--- config.mk ---
export PLATFORM = sky130hd
export DESIGN_NAME = source_text_tokenizer_unit_flat
export DESIGN_NICKNAME = d
export VERILOG_FILES = /design/src/sv/sttu_pkg.sv /design/src/sv/sttu_channels.sv /design/src/sv/sttu_scan.sv /design/src/sv/source_text_tokenizer_unit.sv /design/src/flat_wrapper.sv
export SDC_FILE = /design/constraint.sdc
export NUM_CORES = 1
export LEC_CHECK = 0
export BUFFER_PORTS_ARGS = -buffer_cell sky130_fd_sc_hd__buf_2
export CORE_UTILIZATION = 60
export CTS_CLUSTER_SIZE = 28
export DETAILED_ROUTE_END_ITERATION = 8
export PLACE_DENSITY = 0.78
export SYNTH_ARGS = -nofsm -noshare
export SYNTH_HDL_FRONTEND = slang
export SYNTH_SLANG_ARGS = --single-unit
--- constraint.sdc ---
create_clock -name clk -period 16.5 [get_ports clk]
set_clock_uncertainty 0.05 [all_clocks]
set_input_delay 3.3 -clock clk [delete_from_list [all_inputs] [get_ports clk]]
set_output_delay 3.3 -clock clk [all_outputs]
set_load 0.03 [all_outputs]
--- src/sv/sttu_pkg.sv ---
// shared types and token kind codes of the source text tokenizer
package sttu_pkg;

  localparam int unsigned RES_DEPTH = 4;

  localparam logic [5:0] K_EOF           = 6'd0;
  localparam logic [5:0] K_IDENTIFIER    = 6'd1;
  localparam logic [5:0] K_NUMBER        = 6'd2;
  localparam logic [5:0] K_STRING        = 6'd3;
  localparam logic [5:0] K_ASSIGN        = 6'd4;
  localparam logic [5:0] K_DEFINE        = 6'd5;
  localparam logic [5:0] K_COLON         = 6'd6;
  localparam logic [5:0] K_SEMICOLON     = 6'd7;
  localparam logic [5:0] K_LPAREN        = 6'd8;
  localparam logic [5:0] K_RPAREN        = 6'd9;
  localparam logic [5:0] K_LBRACE        = 6'd10;
  localparam logic [5:0] K_RBRACE        = 6'd11;
  localparam logic [5:0] K_LBRACKET      = 6'd12;
  localparam logic [5:0] K_RBRACKET      = 6'd13;
  localparam logic [5:0] K_DOT           = 6'd14;
  localparam logic [5:0] K_COMMA         = 6'd15;
  localparam logic [5:0] K_QUESTION      = 6'd16;
  localparam logic [5:0] K_PIPE          = 6'd17;
  localparam logic [5:0] K_AT            = 6'd18;
  localparam logic [5:0] K_PLUS          = 6'd19;
  localparam logic [5:0] K_MINUS         = 6'd20;
  localparam logic [5:0] K_STAR          = 6'd21;
  localparam logic [5:0] K_SLASH         = 6'd22;
  localparam logic [5:0] K_PERCENT       = 6'd23;
  localparam logic [5:0] K_EQUAL         = 6'd24;
  localparam logic [5:0] K_NOT_EQUAL     = 6'd25;
  localparam logic [5:0] K_LESS          = 6'd26;
  localparam logic [5:0] K_GREATER       = 6'd27;
  localparam logic [5:0] K_LESS_EQUAL    = 6'd28;
  localparam logic [5:0] K_GREATER_EQUAL = 6'd29;
  localparam logic [5:0] K_ARROW         = 6'd30;
  localparam logic [5:0] K_KEYWORD       = 6'd31;
  localparam logic [5:0] K_BUILTIN       = 6'd32;
  localparam logic [5:0] K_UNKNOWN       = 6'd33;

  typedef struct packed {
    logic [5:0]  token_kind;
    logic [15:0] start_line;
    logic [15:0] start_column;
    logic [31:0] start_offset;
    logic [15:0] text_length;
    logic        last_of_run;
  } res_t;

  typedef struct packed {
    res_t       r0;
    res_t       r1;
    logic [1:0] count;
  } scan_out_t;

endpackage

--- src/sv/sttu_channels.sv ---
// valid/ready channel interfaces for source bytes and tokens
interface sttu_in_if;
  logic       valid;
  logic       ready;
  logic [7:0] char_code;
  logic       end_of_input;

  modport source (output valid, output char_code, output end_of_input, input ready);
  modport sink (input valid, input char_code, input end_of_input, output ready);
endinterface

interface sttu_out_if;
  logic        valid;
  logic        ready;
  logic [5:0]  token_kind;
  logic [15:0] start_line;
  logic [15:0] start_column;
  logic [31:0] start_offset;
  logic [15:0] text_length;
  logic        last_of_run;

  modport source (output valid, output token_kind, output start_line, output start_column,
                  output start_offset, output text_length, output last_of_run, input ready);
  modport sink (input valid, input token_kind, input start_line, input start_column,
                input start_offset, input text_length, input last_of_run, output ready);
endinterface

--- src/sv/sttu_scan.sv ---
// scanner state and per-byte token logic
module sttu_scan import sttu_pkg::*; #(
  parameter int unsigned POSITION_WIDTH = 32,
  parameter int unsigned LINE_WIDTH     = 16
) (
  input  logic       clk,
  input  logic       rst_n,
  input  logic       in_fire,
  input  logic [7:0] char_code,
  input  logic       end_of_input,
  output scan_out_t  scan_o
);

  typedef enum logic [12:0] {
    M_IDLE    = 13'b0000000000001,
    M_NUMBER  = 13'b0000000000010,
    M_IDENT   = 13'b0000000000100,
    M_STRING  = 13'b0000000001000,
    M_AT0     = 13'b0000000010000,
    M_ATWORD  = 13'b0000000100000,
    M_EQ      = 13'b0000001000000,
    M_COLON1  = 13'b0000010000000,
    M_COLON2  = 13'b0000100000000,
    M_BANG    = 13'b0001000000000,
    M_MINUS   = 13'b0010000000000,
    M_LESS    = 13'b0100000000000,
    M_GREATER = 13'b1000000000000
  } mode_t;

  localparam logic [LINE_WIDTH-1:0]     LMAX = {LINE_WIDTH{1'b1}};
  localparam logic [POSITION_WIDTH-1:0] PMAX = {POSITION_WIDTH{1'b1}};
  localparam logic [15:0]               LEN_MAX = 16'hFFFF;

  localparam logic [7:0] CH_NL     = 8'h0A;
  localparam logic [7:0] CH_SPACE  = 8'h20;
  localparam logic [7:0] CH_TAB    = 8'h09;
  localparam logic [7:0] CH_CR     = 8'h0D;
  localparam logic [7:0] CH_QUOTE  = 8'h22;
  localparam logic [7:0] CH_BSLASH = 8'h5C;
  localparam logic [7:0] CH_AT     = 8'h40;
  localparam logic [7:0] CH_DOT    = 8'h2E;
  localparam logic [7:0] CH_UNDER  = 8'h5F;
  localparam logic [7:0] CH_EQ     = 8'h3D;
  localparam logic [7:0] CH_COLON  = 8'h3A;
  localparam logic [7:0] CH_BANG   = 8'h21;
  localparam logic [7:0] CH_MINUS  = 8'h2D;
  localparam logic [7:0] CH_LESS   = 8'h3C;
  localparam logic [7:0] CH_GT     = 8'h3E;

  // keyword set: loop, return, break, continue, then builtins std, this
  localparam logic [5:0] KW_WORDS    = 6'h0F;
  localparam logic [5:0] KW_BUILTINS = 6'h30;
  localparam logic [5:0] KW_ALL      = 6'h3F;
  localparam logic [7:0] KW_TEXT [6][8] = '{
    '{"l", "o", "o", "p", 8'h00, 8'h00, 8'h00, 8'h00},
    '{"r", "e", "t", "u", "r", "n", 8'h00, 8'h00},
    '{"b", "r", "e", "a", "k", 8'h00, 8'h00, 8'h00},
    '{"c", "o", "n", "t", "i", "n", "u", "e"},
    '{"s", "t", "d", 8'h00, 8'h00, 8'h00, 8'h00, 8'h00},
    '{"t", "h", "i", "s", 8'h00, 8'h00, 8'h00, 8'h00}
  };
  localparam logic [3:0] KW_LEN [6] = '{4'd4, 4'd6, 4'd5, 4'd8, 4'd3, 4'd4};

  function automatic logic is_digit(logic [7:0] c);
    return (c >= "0") && (c <= "9");
  endfunction

  function automatic logic is_alpha(logic [7:0] c);
    return ((c >= "a") && (c <= "z")) || ((c >= "A") && (c <= "Z"));
  endfunction

  function automatic logic is_word(logic [7:0] c);
    return is_alpha(c) || is_digit(c) || (c == CH_UNDER);
  endfunction

  function automatic logic is_space(logic [7:0] c);
    return (c == CH_SPACE) || ((c >= CH_TAB) && (c <= CH_CR));
  endfunction

  function automatic logic [5:0] kw_step(logic [5:0] kw, logic [15:0] len, logic [7:0] c);
    logic [5:0] nk;
    for (int i = 0; i < 6; i++) begin
      nk[i] = kw[i] && (len < 16'(KW_LEN[i])) && (KW_TEXT[i][len[2:0]] == c);
    end
    return nk;
  endfunction

  function automatic logic word_match(logic [5:0] kw, logic [15:0] len);
    logic m;
    m = 1'b0;
    for (int i = 0; i < 6; i++) begin
      m = m | (kw[i] && (len == 16'(KW_LEN[i])));
    end
    return m;
  endfunction

  function automatic logic [5:0] single_kind(logic [7:0] c);
    logic [5:0] k;
    case (c)
      "(": k = K_LPAREN;
      ")": k = K_RPAREN;
      "{": k = K_LBRACE;
      "}": k = K_RBRACE;
      "[": k = K_LBRACKET;
      "]": k = K_RBRACKET;
      ";": k = K_SEMICOLON;
      ",": k = K_COMMA;
      ".": k = K_DOT;
      "?": k = K_QUESTION;
      "|": k = K_PIPE;
      "+": k = K_PLUS;
      "*": k = K_STAR;
      "/": k = K_SLASH;
      "%": k = K_PERCENT;
      default: k = K_UNKNOWN;
    endcase
    return k;
  endfunction

  function automatic res_t mk(logic [5:0] k, logic [LINE_WIDTH-1:0] ln,
                              logic [LINE_WIDTH-1:0] cl, logic [POSITION_WIDTH-1:0] of,
                              logic [15:0] len);
    res_t r;
    r.token_kind   = k;
    r.start_line   = 16'(ln);
    r.start_column = 16'(cl);
    r.start_offset = 32'(of);
    r.text_length  = len;
    r.last_of_run  = 1'b0;
    return r;
  endfunction

  mode_t                     mode_r, mode_nxt;
  logic [LINE_WIDTH-1:0]     line_r, line_nxt, col_r, col_nxt;
  logic [LINE_WIDTH-1:0]     tline_r, tline_nxt, tcol_r, tcol_nxt;
  logic [POSITION_WIDTH-1:0] pos_r, pos_nxt, tstart_r, tstart_nxt;
  logic [15:0]               tlen_r, tlen_nxt;
  logic [5:0]                kw_r, kw_nxt;
  logic                      esc_r, esc_nxt;

  logic                      is_end, took, cons, fin, to_idle;
  logic [LINE_WIDTH-1:0]     line_cons, col_cons;
  logic [POSITION_WIDTH-1:0] pos_inc;
  logic [15:0]               len_inc;
  logic [5:0]                pend_k, fin_k;
  res_t                      cur, r0, r1, single;
  logic [1:0]                n;

  always_comb begin
    is_end  = end_of_input || (char_code == 8'd0);
    pos_inc = (pos_r != PMAX) ? pos_r + POSITION_WIDTH'(1) : pos_r;
    if (char_code == CH_NL) begin
      line_cons = (line_r != LMAX) ? line_r + LINE_WIDTH'(1) : line_r;
      col_cons  = LINE_WIDTH'(1);
    end else begin
      line_cons = line_r;
      col_cons  = (col_r != LMAX) ? col_r + LINE_WIDTH'(1) : col_r;
    end
    len_inc = (tlen_r != LEN_MAX) ? tlen_r + 16'd1 : tlen_r;

    // kind of the pending token if it ends here
    case (mode_r)
      M_NUMBER:  pend_k = K_NUMBER;
      M_IDENT:   pend_k = word_match(kw_r, tlen_r) ? K_KEYWORD : K_IDENTIFIER;
      M_STRING:  pend_k = K_STRING;
      M_AT0:     pend_k = K_AT;
      M_ATWORD:  pend_k = word_match(kw_r, tlen_r) ? K_BUILTIN : K_AT;
      M_EQ:      pend_k = K_ASSIGN;
      M_COLON1:  pend_k = K_COLON;
      M_MINUS:   pend_k = K_MINUS;
      M_LESS:    pend_k = K_LESS;
      M_GREATER: pend_k = K_GREATER;
      default:   pend_k = K_UNKNOWN;
    endcase
    cur = mk(pend_k, tline_r, tcol_r, tstart_r, tlen_r);

    mode_nxt   = mode_r;
    line_nxt   = line_r;
    col_nxt    = col_r;
    pos_nxt    = pos_r;
    tline_nxt  = tline_r;
    tcol_nxt   = tcol_r;
    tstart_nxt = tstart_r;
    tlen_nxt   = tlen_r;
    kw_nxt     = kw_r;
    esc_nxt    = esc_r;
    n          = 2'd0;
    r0         = '0;
    r1         = '0;
    single     = '0;
    took       = 1'b0;
    cons       = 1'b0;
    fin        = 1'b0;
    fin_k      = K_UNKNOWN;
    to_idle    = 1'b0;

    if (is_end) begin
      // flush the pending token, then eof at the current position
      if (mode_r != M_IDLE) begin
        r0 = cur;
        n  = 2'd1;
      end
      if (n == 2'd0) begin
        r0 = mk(K_EOF, line_r, col_r, pos_r, 16'd0);
      end else begin
        r1 = mk(K_EOF, line_r, col_r, pos_r, 16'd0);
      end
      n          = n + 2'd1;
      mode_nxt   = M_IDLE;
      line_nxt   = LINE_WIDTH'(1);
      col_nxt    = LINE_WIDTH'(1);
      pos_nxt    = '0;
      tline_nxt  = LINE_WIDTH'(1);
      tcol_nxt   = LINE_WIDTH'(1);
      tstart_nxt = '0;
      tlen_nxt   = 16'd0;
      kw_nxt     = KW_ALL;
      esc_nxt    = 1'b0;
    end else if (mode_r == M_IDLE) begin
      to_idle = 1'b1;
    end else begin
      case (mode_r)
        M_NUMBER: begin
          if (is_digit(char_code) || (char_code == CH_DOT)) begin
            took     = 1'b1;
            tlen_nxt = len_inc;
          end
        end
        M_IDENT, M_ATWORD: begin
          if (is_word(char_code)) begin
            took     = 1'b1;
            kw_nxt   = kw_step(kw_r, tlen_r, char_code);
            tlen_nxt = len_inc;
          end
        end
        M_AT0: begin
          if (is_alpha(char_code)) begin
            took     = 1'b1;
            mode_nxt = M_ATWORD;
            kw_nxt   = kw_step(KW_BUILTINS, tlen_r, char_code);
            tlen_nxt = len_inc;
          end
        end
        M_STRING: begin
          took = 1'b1;
          if (esc_r) begin
            esc_nxt  = 1'b0;
            tlen_nxt = len_inc;
          end else if (char_code == CH_QUOTE) begin
            r0       = cur;
            n        = 2'd1;
            mode_nxt = M_IDLE;
          end else begin
            if (char_code == CH_BSLASH) begin
              esc_nxt = 1'b1;
            end
            tlen_nxt = len_inc;
          end
        end
        M_COLON1: begin
          if (char_code == CH_COLON) begin
            took     = 1'b1;
            mode_nxt = M_COLON2;
            tlen_nxt = len_inc;
          end
        end
        M_EQ: begin
          fin   = (char_code == CH_EQ);
          fin_k = K_EQUAL;
        end
        M_COLON2: begin
          fin   = (char_code == CH_EQ);
          fin_k = K_DEFINE;
        end
        M_BANG: begin
          fin   = (char_code == CH_EQ);
          fin_k = K_NOT_EQUAL;
        end
        M_MINUS: begin
          fin   = (char_code == CH_GT);
          fin_k = K_ARROW;
        end
        M_LESS: begin
          fin   = (char_code == CH_EQ);
          fin_k = K_LESS_EQUAL;
        end
        M_GREATER: begin
          fin   = (char_code == CH_EQ);
          fin_k = K_GREATER_EQUAL;
        end
        default: ;
      endcase
      if (fin) begin
        took     = 1'b1;
        r0       = mk(fin_k, tline_r, tcol_r, tstart_r, len_inc);
        n        = 2'd1;
        mode_nxt = M_IDLE;
        tlen_nxt = len_inc;
      end
      cons = took;
      // byte breaks off the pending token and starts the next one
      if (!took) begin
        r0       = cur;
        n        = 2'd1;
        mode_nxt = M_IDLE;
        to_idle  = 1'b1;
      end
    end

    if (to_idle) begin
      cons = 1'b1;
      if (!is_space(char_code)) begin
        tline_nxt  = line_r;
        tcol_nxt   = col_r;
        tstart_nxt = pos_r;
        tlen_nxt   = 16'd1;
        esc_nxt    = 1'b0;
        if (is_digit(char_code)) begin
          mode_nxt = M_NUMBER;
        end else if (is_alpha(char_code) || (char_code == CH_UNDER)) begin
          mode_nxt = M_IDENT;
          kw_nxt   = kw_step(KW_WORDS, 16'd0, char_code);
        end else if ((char_code == CH_QUOTE) || (char_code == CH_AT)) begin
          mode_nxt   = (char_code == CH_QUOTE) ? M_STRING : M_AT0;
          tlen_nxt   = 16'd0;
          tstart_nxt = pos_inc;
        end else if (char_code == CH_EQ) begin
          mode_nxt = M_EQ;
        end else if (char_code == CH_COLON) begin
          mode_nxt = M_COLON1;
        end else if (char_code == CH_BANG) begin
          mode_nxt = M_BANG;
        end else if (char_code == CH_MINUS) begin
          mode_nxt = M_MINUS;
        end else if (char_code == CH_LESS) begin
          mode_nxt = M_LESS;
        end else if (char_code == CH_GT) begin
          mode_nxt = M_GREATER;
        end else begin
          mode_nxt = M_IDLE;
          single   = mk(single_kind(char_code), line_r, col_r, pos_r, 16'd1);
          if (n == 2'd0) begin
            r0 = single;
          end else begin
            r1 = single;
          end
          n = n + 2'd1;
        end
      end
    end

    if (cons) begin
      pos_nxt  = pos_inc;
      line_nxt = line_cons;
      col_nxt  = col_cons;
    end

    if (n == 2'd1) begin
      r0.last_of_run = 1'b1;
    end
    if (n == 2'd2) begin
      r1.last_of_run = 1'b1;
    end

    scan_o.r0    = r0;
    scan_o.r1    = r1;
    scan_o.count = n;
  end

  always_ff @(posedge clk) begin
    if (!rst_n) begin
      mode_r   <= M_IDLE;
      line_r   <= LINE_WIDTH'(1);
      col_r    <= LINE_WIDTH'(1);
      pos_r    <= '0;
      tline_r  <= LINE_WIDTH'(1);
      tcol_r   <= LINE_WIDTH'(1);
      tstart_r <= '0;
      tlen_r   <= 16'd0;
      kw_r     <= KW_ALL;
      esc_r    <= 1'b0;
    end else if (in_fire) begin
      mode_r   <= mode_nxt;
      line_r   <= line_nxt;
      col_r    <= col_nxt;
      pos_r    <= pos_nxt;
      tline_r  <= tline_nxt;
      tcol_r   <= tcol_nxt;
      tstart_r <= tstart_nxt;
      tlen_r   <= tlen_nxt;
      kw_r     <= kw_nxt;
      esc_r    <= esc_nxt;
    end
  end

  a_end_resets: assert property (@(posedge clk) disable iff (!rst_n)
    (in_fire && is_end) |=> (mode_r == M_IDLE && pos_r == '0 && line_r == LINE_WIDTH'(1)))
    else $error("position not back at start after end of source");

  a_end_emits: assert property (@(posedge clk) disable iff (!rst_n)
    (in_fire && is_end) |-> (scan_o.count != 2'd0))
    else $error("end of source gave no eof token");

  a_esc_in_string: assert property (@(posedge clk) disable iff (!rst_n)
    esc_r |-> (mode_r == M_STRING))
    else $error("escape pending outside a string");

endmodule

--- src/sv/source_text_tokenizer_unit.sv ---
// top level of the source text tokenizer: scanner plus token output queue
//
// usage
//   in_chan carries one source byte per item (char_code) plus end_of_input;
//   a zero byte or end_of_input ends the source
//   out_chan carries tokens: kind, start line/column/offset, text length and
//   last_of_run, set on the final token caused by one input item
// timing
//   an accepted byte is scanned in the cycle it is accepted; its tokens are
//   registered into the token queue and leave it in order from its head
//   one byte per cycle while in_chan.ready is high; a byte that yields two
//   tokens (a pending token plus a single-character operator, or a pending
//   token plus eof) puts both in the queue, which hands them out one at a time
// reset
//   a clock edge with rst_n low empties the queue and returns line and column
//   to 1 and the byte offset to 0; no clearing pass is needed
// stall
//   tokens collect in a four-entry queue; in_chan.ready drops once fewer
//   than two entries are free, so nothing is lost while out_chan stalls
module source_text_tokenizer_unit import sttu_pkg::*; #(
  parameter int unsigned POSITION_WIDTH = 32,
  parameter int unsigned LINE_WIDTH     = 16
) (
  input logic        clk,
  input logic        rst_n,
  sttu_in_if.sink    in_chan,
  sttu_out_if.source out_chan
);

  localparam int unsigned PTR_W = $clog2(RES_DEPTH);
  localparam int unsigned CNT_W = PTR_W + 1;

  logic             in_fire, out_fire;
  scan_out_t        scan;
  res_t             queue_r [RES_DEPTH];
  logic [PTR_W-1:0] wr_ptr_r, wr_ptr_nxt, rd_ptr_r, rd_ptr_nxt;
  logic [CNT_W-1:0] cnt_r, cnt_nxt;
  res_t             head;

  // room for the worst case of two tokens from one byte
  assign in_chan.ready = (cnt_r <= CNT_W'(RES_DEPTH - 2));
  assign in_fire       = in_chan.valid && in_chan.ready;
  assign out_fire      = out_chan.valid && out_chan.ready;

  sttu_scan #(
    .POSITION_WIDTH(POSITION_WIDTH),
    .LINE_WIDTH    (LINE_WIDTH)
  ) u_scan (
    .clk         (clk),
    .rst_n       (rst_n),
    .in_fire     (in_fire),
    .char_code   (in_chan.char_code),
    .end_of_input(in_chan.end_of_input),
    .scan_o      (scan)
  );

  // queue pointers and fill level
  always_comb begin
    wr_ptr_nxt = wr_ptr_r;
    rd_ptr_nxt = rd_ptr_r;
    cnt_nxt    = cnt_r;
    if (in_fire) begin
      wr_ptr_nxt = wr_ptr_r + PTR_W'(scan.count);
      cnt_nxt    = cnt_nxt + CNT_W'(scan.count);
    end
    if (out_fire) begin
      rd_ptr_nxt = rd_ptr_r + PTR_W'(1);
      cnt_nxt    = cnt_nxt - CNT_W'(1);
    end
  end

  always_ff @(posedge clk) begin
    if (!rst_n) begin
      wr_ptr_r <= '0;
      rd_ptr_r <= '0;
      cnt_r    <= '0;
    end else begin
      wr_ptr_r <= wr_ptr_nxt;
      rd_ptr_r <= rd_ptr_nxt;
      cnt_r    <= cnt_nxt;
    end
  end

  // token payload, no reset needed
  always_ff @(posedge clk) begin
    if (in_fire && (scan.count != 2'd0)) begin
      queue_r[wr_ptr_r] <= scan.r0;
    end
    if (in_fire && (scan.count == 2'd2)) begin
      queue_r[wr_ptr_r + PTR_W'(1)] <= scan.r1;
    end
  end

  assign head                  = queue_r[rd_ptr_r];
  assign out_chan.valid        = (cnt_r != '0);
  assign out_chan.token_kind   = head.token_kind;
  assign out_chan.start_line   = head.start_line;
  assign out_chan.start_column = head.start_column;
  assign out_chan.start_offset = head.start_offset;
  assign out_chan.text_length  = head.text_length;
  assign out_chan.last_of_run  = head.last_of_run;

  a_queue_bound: assert property (@(posedge clk) disable iff (!rst_n)
    cnt_r <= CNT_W'(RES_DEPTH))
    else $error("token queue overfilled");

  a_eof_last: assert property (@(posedge clk) disable iff (!rst_n)
    (out_chan.valid && out_chan.token_kind == K_EOF) |-> out_chan.last_of_run)
    else $error("eof token not marked last of run");

  a_end_queued: assert property (@(posedge clk) disable iff (!rst_n)
    (in_fire && in_chan.end_of_input) |=> (cnt_r != '0))
    else $error("end of source left the queue empty");

endmodule
--- src/flat_wrapper.sv ---
// flat-port wrapper written by rule: the top's interface ports become plain ports
module source_text_tokenizer_unit_flat import sttu_pkg::*;
#(
  parameter int unsigned POSITION_WIDTH = 32,
  parameter int unsigned LINE_WIDTH     = 16
)
  (clk, rst_n, in_chan_valid, in_chan_char_code, in_chan_end_of_input, in_chan_ready, out_chan_valid, out_chan_token_kind, out_chan_start_line, out_chan_start_column, out_chan_start_offset, out_chan_text_length, out_chan_last_of_run, out_chan_ready);
  sttu_in_if in_chan_i ();
  sttu_out_if out_chan_i ();
  input logic clk;
  input logic rst_n;
  input wire logic [$bits(in_chan_i.valid)-1:0] in_chan_valid;
  input wire logic [$bits(in_chan_i.char_code)-1:0] in_chan_char_code;
  input wire logic [$bits(in_chan_i.end_of_input)-1:0] in_chan_end_of_input;
  output wire logic [$bits(in_chan_i.ready)-1:0] in_chan_ready;
  output wire logic [$bits(out_chan_i.valid)-1:0] out_chan_valid;
  output wire logic [$bits(out_chan_i.token_kind)-1:0] out_chan_token_kind;
  output wire logic [$bits(out_chan_i.start_line)-1:0] out_chan_start_line;
  output wire logic [$bits(out_chan_i.start_column)-1:0] out_chan_start_column;
  output wire logic [$bits(out_chan_i.start_offset)-1:0] out_chan_start_offset;
  output wire logic [$bits(out_chan_i.text_length)-1:0] out_chan_text_length;
  output wire logic [$bits(out_chan_i.last_of_run)-1:0] out_chan_last_of_run;
  input wire logic [$bits(out_chan_i.ready)-1:0] out_chan_ready;
  assign in_chan_i.valid = in_chan_valid;
  assign in_chan_i.char_code = in_chan_char_code;
  assign in_chan_i.end_of_input = in_chan_end_of_input;
  assign in_chan_ready = in_chan_i.ready;
  assign out_chan_valid = out_chan_i.valid;
  assign out_chan_token_kind = out_chan_i.token_kind;
  assign out_chan_start_line = out_chan_i.start_line;
  assign out_chan_start_column = out_chan_i.start_column;
  assign out_chan_start_offset = out_chan_i.start_offset;
  assign out_chan_text_length = out_chan_i.text_length;
  assign out_chan_last_of_run = out_chan_i.last_of_run;
  assign out_chan_i.ready = out_chan_ready;
  source_text_tokenizer_unit #(.POSITION_WIDTH(POSITION_WIDTH), .LINE_WIDTH(LINE_WIDTH)) u_core (.clk(clk), .rst_n(rst_n), .in_chan(in_chan_i), .out_chan(out_chan_i));
endmodule
* After elaboration in Yosys (flattened, before gate mapping) *
Memory sizes are Yosys's and may differ from the RTL's. A register that Yosys moved wholly into a read port is not among the register bits.
Cells that the tools add are included.

word-level totals
  bits in registers = 171
  memory bits (writable) = 348
  ROM bits = 384
  input port bits = 13
  output and inout port bits = 89
  logic and storage cells = 339
  memories = 7

memories
  memory           words  bits a word  read ports  clocked after Yosys merged registers in  wr ports  RTL line                          source
  u_core.queue_r   4      87           1           1                                        2         source_text_tokenizer_unit.sv:35  res_t queue_r [RES_DEPTH];
  (no name shown)  8      8            1           0                                        0         sttu_scan.sv:83                   nk[i] = kw[i] && (len < 16'(KW_LEN[i])) && (KW_TEXT[i][len[2:0]] == c);
  (no name shown)  8      8            1           0                                        0         sttu_scan.sv:83
  (no name shown)  8      8            1           0                                        0         sttu_scan.sv:83
  (no name shown)  8      8            1           0                                        0         sttu_scan.sv:83
  (no name shown)  8      8            1           0                                        0         sttu_scan.sv:83
  +1 memories      -      -            -           -                                        -         -

cells by class
  $add $sub $neg = 11
  order comparisons = 15
  equal/unequal tests = 65
  muxes and demuxes = 175
  bitwise operators = 6
  reductions and logical operators = 47

operator list
  cell                   number
  $mux 87                33
  $mux 16                25
  $mux 32                9
  $mux 13                19
  $mux 81                2
  $eq 8x6->1 const B     18
  $mux 8                 12
  $pmux 6 s15            1
  $pmux 16 s5            1
  $eq 8x7->1 const B     8
  $pmux 6 s10            1
  $mux 6                 9
  $add 16x1->16 const B  3
  $eq 16x3->1 const B    3
  $eq 8x8->1             6
  $lt 16x3->1 const B    3
  $ne 16x16->1 const B   3
  $pmux 13 s3            1
  $mux 1                 36
  $mux 2                 18
  $pmux 6 s6             1
  $add 32x1->32 const B  1
  $eq 7x8->1 const A     4
  $ne 32x32->1 const B   1
  other kinds (53)       101

* Longest topological paths before layout *
  depth in word-level cells = 29
  gate-level depth with buffers = 22
  mapped depth without buffers = 18

* Modules after synthesis *
A second synthesis with hierarchy kept.

unflattened totals
  cell total of the unflattened synthesis = 2519
  area, all modules = 29295.6 um^2

modules (own cells, without submodules)
  module                      instances  cells an instance  area an instance (um^2)  seq. area each (um^2)
  source_text_tokenizer_unit  1          914                17357.9                  10630.2
  sttu_scan                   1          1605               11937.7                  3283.1

* Least setup slack after synthesis *
Ideal clock, no wire load.

  kind = in2reg
  start point = input in_chan_char_code[1]
  end point = memory u_core.queue_r[1][0] (netlist bit) (enable)
  library setup time = 0.432 ns
  data arrival time = 8.016 ns
  data required time = 16.018 ns
  path slack = 8.002 ns
  stages = 15
  buffers on the path = 3
  cell sequence = buf_2 > or4_4 > o22ai_2 > nor2_1 > a211o_2 > buf_6 > a21oi_4 > a21oi_1 > ha_1 > nand2b_1 > or4_4 > o21ai_4 > nand3_1 > clkbuf_1 > nand2_1

RTL lines
  what         RTL line                          source
  from (decl)  flat_wrapper.sv:13                input wire logic [$bits(in_chan_i.char_code)-1:0] in_chan_char_code;
  to (decl)    source_text_tokenizer_unit.sv:35

==> run summary <==
status -> completed
post-CTS sizing -> 0
vias in the first global route -> 21800
Hold-fix buffers, CTS -> 0
drt first-iter violations -> 3012
cell count after synthesis -> 2554
initial antenna violation count -> 1
Cell Chain, Critical Path -> buf_2 -> or4b_1 -> nor4_1 -> nand2b_4 -> a21oi_4 -> a21oi_1 -> ha_1 -> nand2b_1 -> nor4_4 -> a21oi_2 -> and2_4 -> buf_4 -> buf_4 -> a32o_2
Main synth FF type -> edfxtp_1
max capacitance violation total -> 0
final instance area -> 29600 um^2
Root Driver -> clkbuf_16
worst-path maximum fanout -> 108
Core Footprint -> 45500 um^2
CP arrival -> 9.70 ns
unrepaired setup endpoints after global routing -> no
htree depth -> 2
VDD IR max -> 0.108 mV
antenna diode count -> 0
power per cell area -> 129 nW/um^2
Post-Place Setup Slack -> 6.71 ns
utilization after layout -> 0.651
Total Nets Final -> 2490
Starting Density -> 0.609
CP endpoint kind -> flip-flop
Syn Nets -> 2583
fmax -> 0.108 GHz
GRT Overall Usage -> 0.343
Post-Syn Area -> 27700 um^2
Clock transition at path regs -> 0.06 ns
post-route ant nets -> 0
gr ovfl total -> 0
sequential area share after synthesis -> 0.481
critical path's largest stage delay -> 0.99 ns
Synth-to-Final Area Change -> 6.88%
Synth async-reset ratio -> 0
DR WL/cell -> 26.3 um
Worst-Margin Slew -> 1.12 ns
CTS sink cnt -> 521
final WL -> 81600 um
Yosys cell types -> 98
min cycle time layout -> 9.27 ns
Placed Area -> 28000 um^2
CP most frequent cell -> buf_4
Slew headroom -> 0.253
vias per cell -> 7.27
# fillers -> 3487
Post-synth EDFFs -> 288
sum of buffers and inverters on the critical path -> 3
Worst-Skew Late Latency -> 0.63 ns
post-CTS setup repair buffer count -> 0
Slew Limit Fails -> 0
overall power -> 0.00382 W
Via Count -> 22600
CP top delay family -> simple AND/OR/NAND/NOR gates
layout cells sized above 1 -> 0.165
largest net degree at the start of global routing -> 109
TritonCTS clock tree -> done
Setup violations, final -> 0
Die W -> 217 um
Port-buffer cells -> 101
Cell Rows -> 78
CP Launch Type -> primary input
total CTS buffers -> 52
global-route wire length before repair -> 126000 um
GPL Wtd Cong -> 0.919
crit path kind -> in2reg
Yosys warnings -> 0
Required @ worst endpoint -> 16.93 ns
LEAKAGE -> 9.57 nW
HPWL Detailed -> 47700 um
total die area -> 47000 um^2
Hold WC Path Type -> reg2reg
worst setup margin -> 7.23 ns
TNS Setup -> 0 ns
Max Root-Sink Buffers -> 3
Residual DRC -> 0
die height -> 217 um
1st-pass router iterations -> 6
syn avg cell area -> 10.8 um^2
#FFs+latches synth -> 521
period utilization -> 0.562
I/O pin cnt -> 102
Final Hold Viols -> 0
slowest CP cell -> buf_4
## metal layers
| metal | global-route usage | vias up | wire length [um] |
|---|---|---|---|
| met1 | 0.450 | 11100 | 31300 |
| met4 | 0.150 | 2 | 3200 |
| li1 | - | 9909 | - |
| met2 | 0.573 | 1350 | 40000 |
| met3 | 0.0425 | 205 | 7100 |
| met5 | 0 | - | 13 |
## power by group
| part | switching [W] | internal (W) |
|---|---|---|
| Clock | 0.000520 | 0.000638 |
| Sequential | 0.0000770 | 0.00149 |
| Combinational | 0.000779 | 0.000313 |
| Total | 0.00138 | 0.00244 |
## flip-flops by register name, summed over array words and instances (netlist names), named ones only
name and cells:
u_core.u_scan.mode_r 13, u_core.u_scan.tstart_r 32, u_core.u_scan.tlen_r 16, u_core.queue_r 348
u_core.u_scan.pos_r 32, u_core.u_scan.tcol_r 16, u_core.u_scan.col_r 16, u_core.cnt_r 3
u_core.u_scan.kw_r 6, u_core.u_scan.tline_r 16, u_core.wr_ptr_r 2, u_core.u_scan.line_r 16
u_core.rd_ptr_r 2, u_core.u_scan.esc_r 1
## layout by cell type, fill, tap and decap left out, drive strengths merged, types with 60 or more instances in the layout
cell,n
nand3,133
a22oi,60
edfxtp,288
a21oi,98
nand2,139
dfxtp,233
nor2,196
mux4,87
buf,144
o21ai,169
a32o,259
clkbuf,69
## stage by stage
stage | hold slack (ns) | cells
final | 0.410 | 3105
after global routing | 0.448 | 3105
after CTS | 0.411 | 3105
after detailed placement | 0.403 | 3007
after global placement | 0.397 | 3007
after floorplan | 0.386 | 2554
## worst reg2reg max path, stage by stage (launching register included)
cell and delay [ns]:
dfxtp_1 0.44, or4_1 0.66, or4_1 0.70, nand2b_4 0.24
a21oi_4 0.47, a21oi_1 0.20, ha_1 0.24, nand2b_1 0.12
nor4_4 0.06, a21oi_2 0.58, and2_4 0.74, buf_4 0.82
buf_4 1.02, a32o_2 0.35
## Yosys cell counts, drive strengths merged, types with 7 or more instances
library cell  number  area, um^2
edfxtp           288        8650
a32o             259        2660
dfxtp            233        4660
nor2             196         738
clkbuf           189         709
o21ai            169         857
nand2            139         524
nand3            133         666
buf              102         737
a21oi             98         509
mux4              87        1960
a22oi             60         450
nor3              54         327
o22ai             48         307
nand4             40         265
xor2              40         350
nor4              35         310
xnor2             35         307
a31oi             27         169
and3              24         150
inv               23        86.3
and2              21         131
or3               21         131
or4               21         165
nand2b            19         126
ha                15         188
mux2i             14         140
a21o              13        97.6
o31ai             11        82.6
nor2b             10        62.6
or2               10        62.6
a211o              8        71.3
nand4b             7        61.3
## logic make-up after synthesis
family | count (synthesis) | share of synthesized area
adders and majority gates | 16 | 0.00750
AOI/OAI and AO/OA | 767 | 0.213
and+or+nand+nor | 758 | 0.143
muxes | 102 | 0.0762
xor gates and xnor gates | 75 | 0.0237
DFF | 521 | 0.481
buffers and inverters | 315 | 0.0555
## worst paths after layout
kind                                  from  depth (start not counted)                     to  slack (ns)
setup / recovery      in_chan_char_code[4]                         14  u_core.queue_r[3][59]        7.23
hold / removal       u_core.queue_r[2][15]                          2  u_core.queue_r[2][15]        0.41
setup reg to reg  u_core.u_scan.mode_r[12]                         13  u_core.queue_r[3][59]        9.68
hold reg to reg      u_core.queue_r[2][15]                          2  u_core.queue_r[2][15]        0.41
## area by class of cell
cell class | count | area (um^2) | share of cell area
multi-input combinational | 1718 | 13000 | 0.438
inverter | 24 | 92.6 | 0.00313
tap | 600 | 751 | 0.0254
clock buffer | 69 | 1420 | 0.0478
timing repair buffer | 144 | 828 | 0.0280
sequential | 521 | 13300 | 0.450
clock inverter | 29 | 230 | 0.00778
Note: power is estimated with default switching activity, not from simulation.
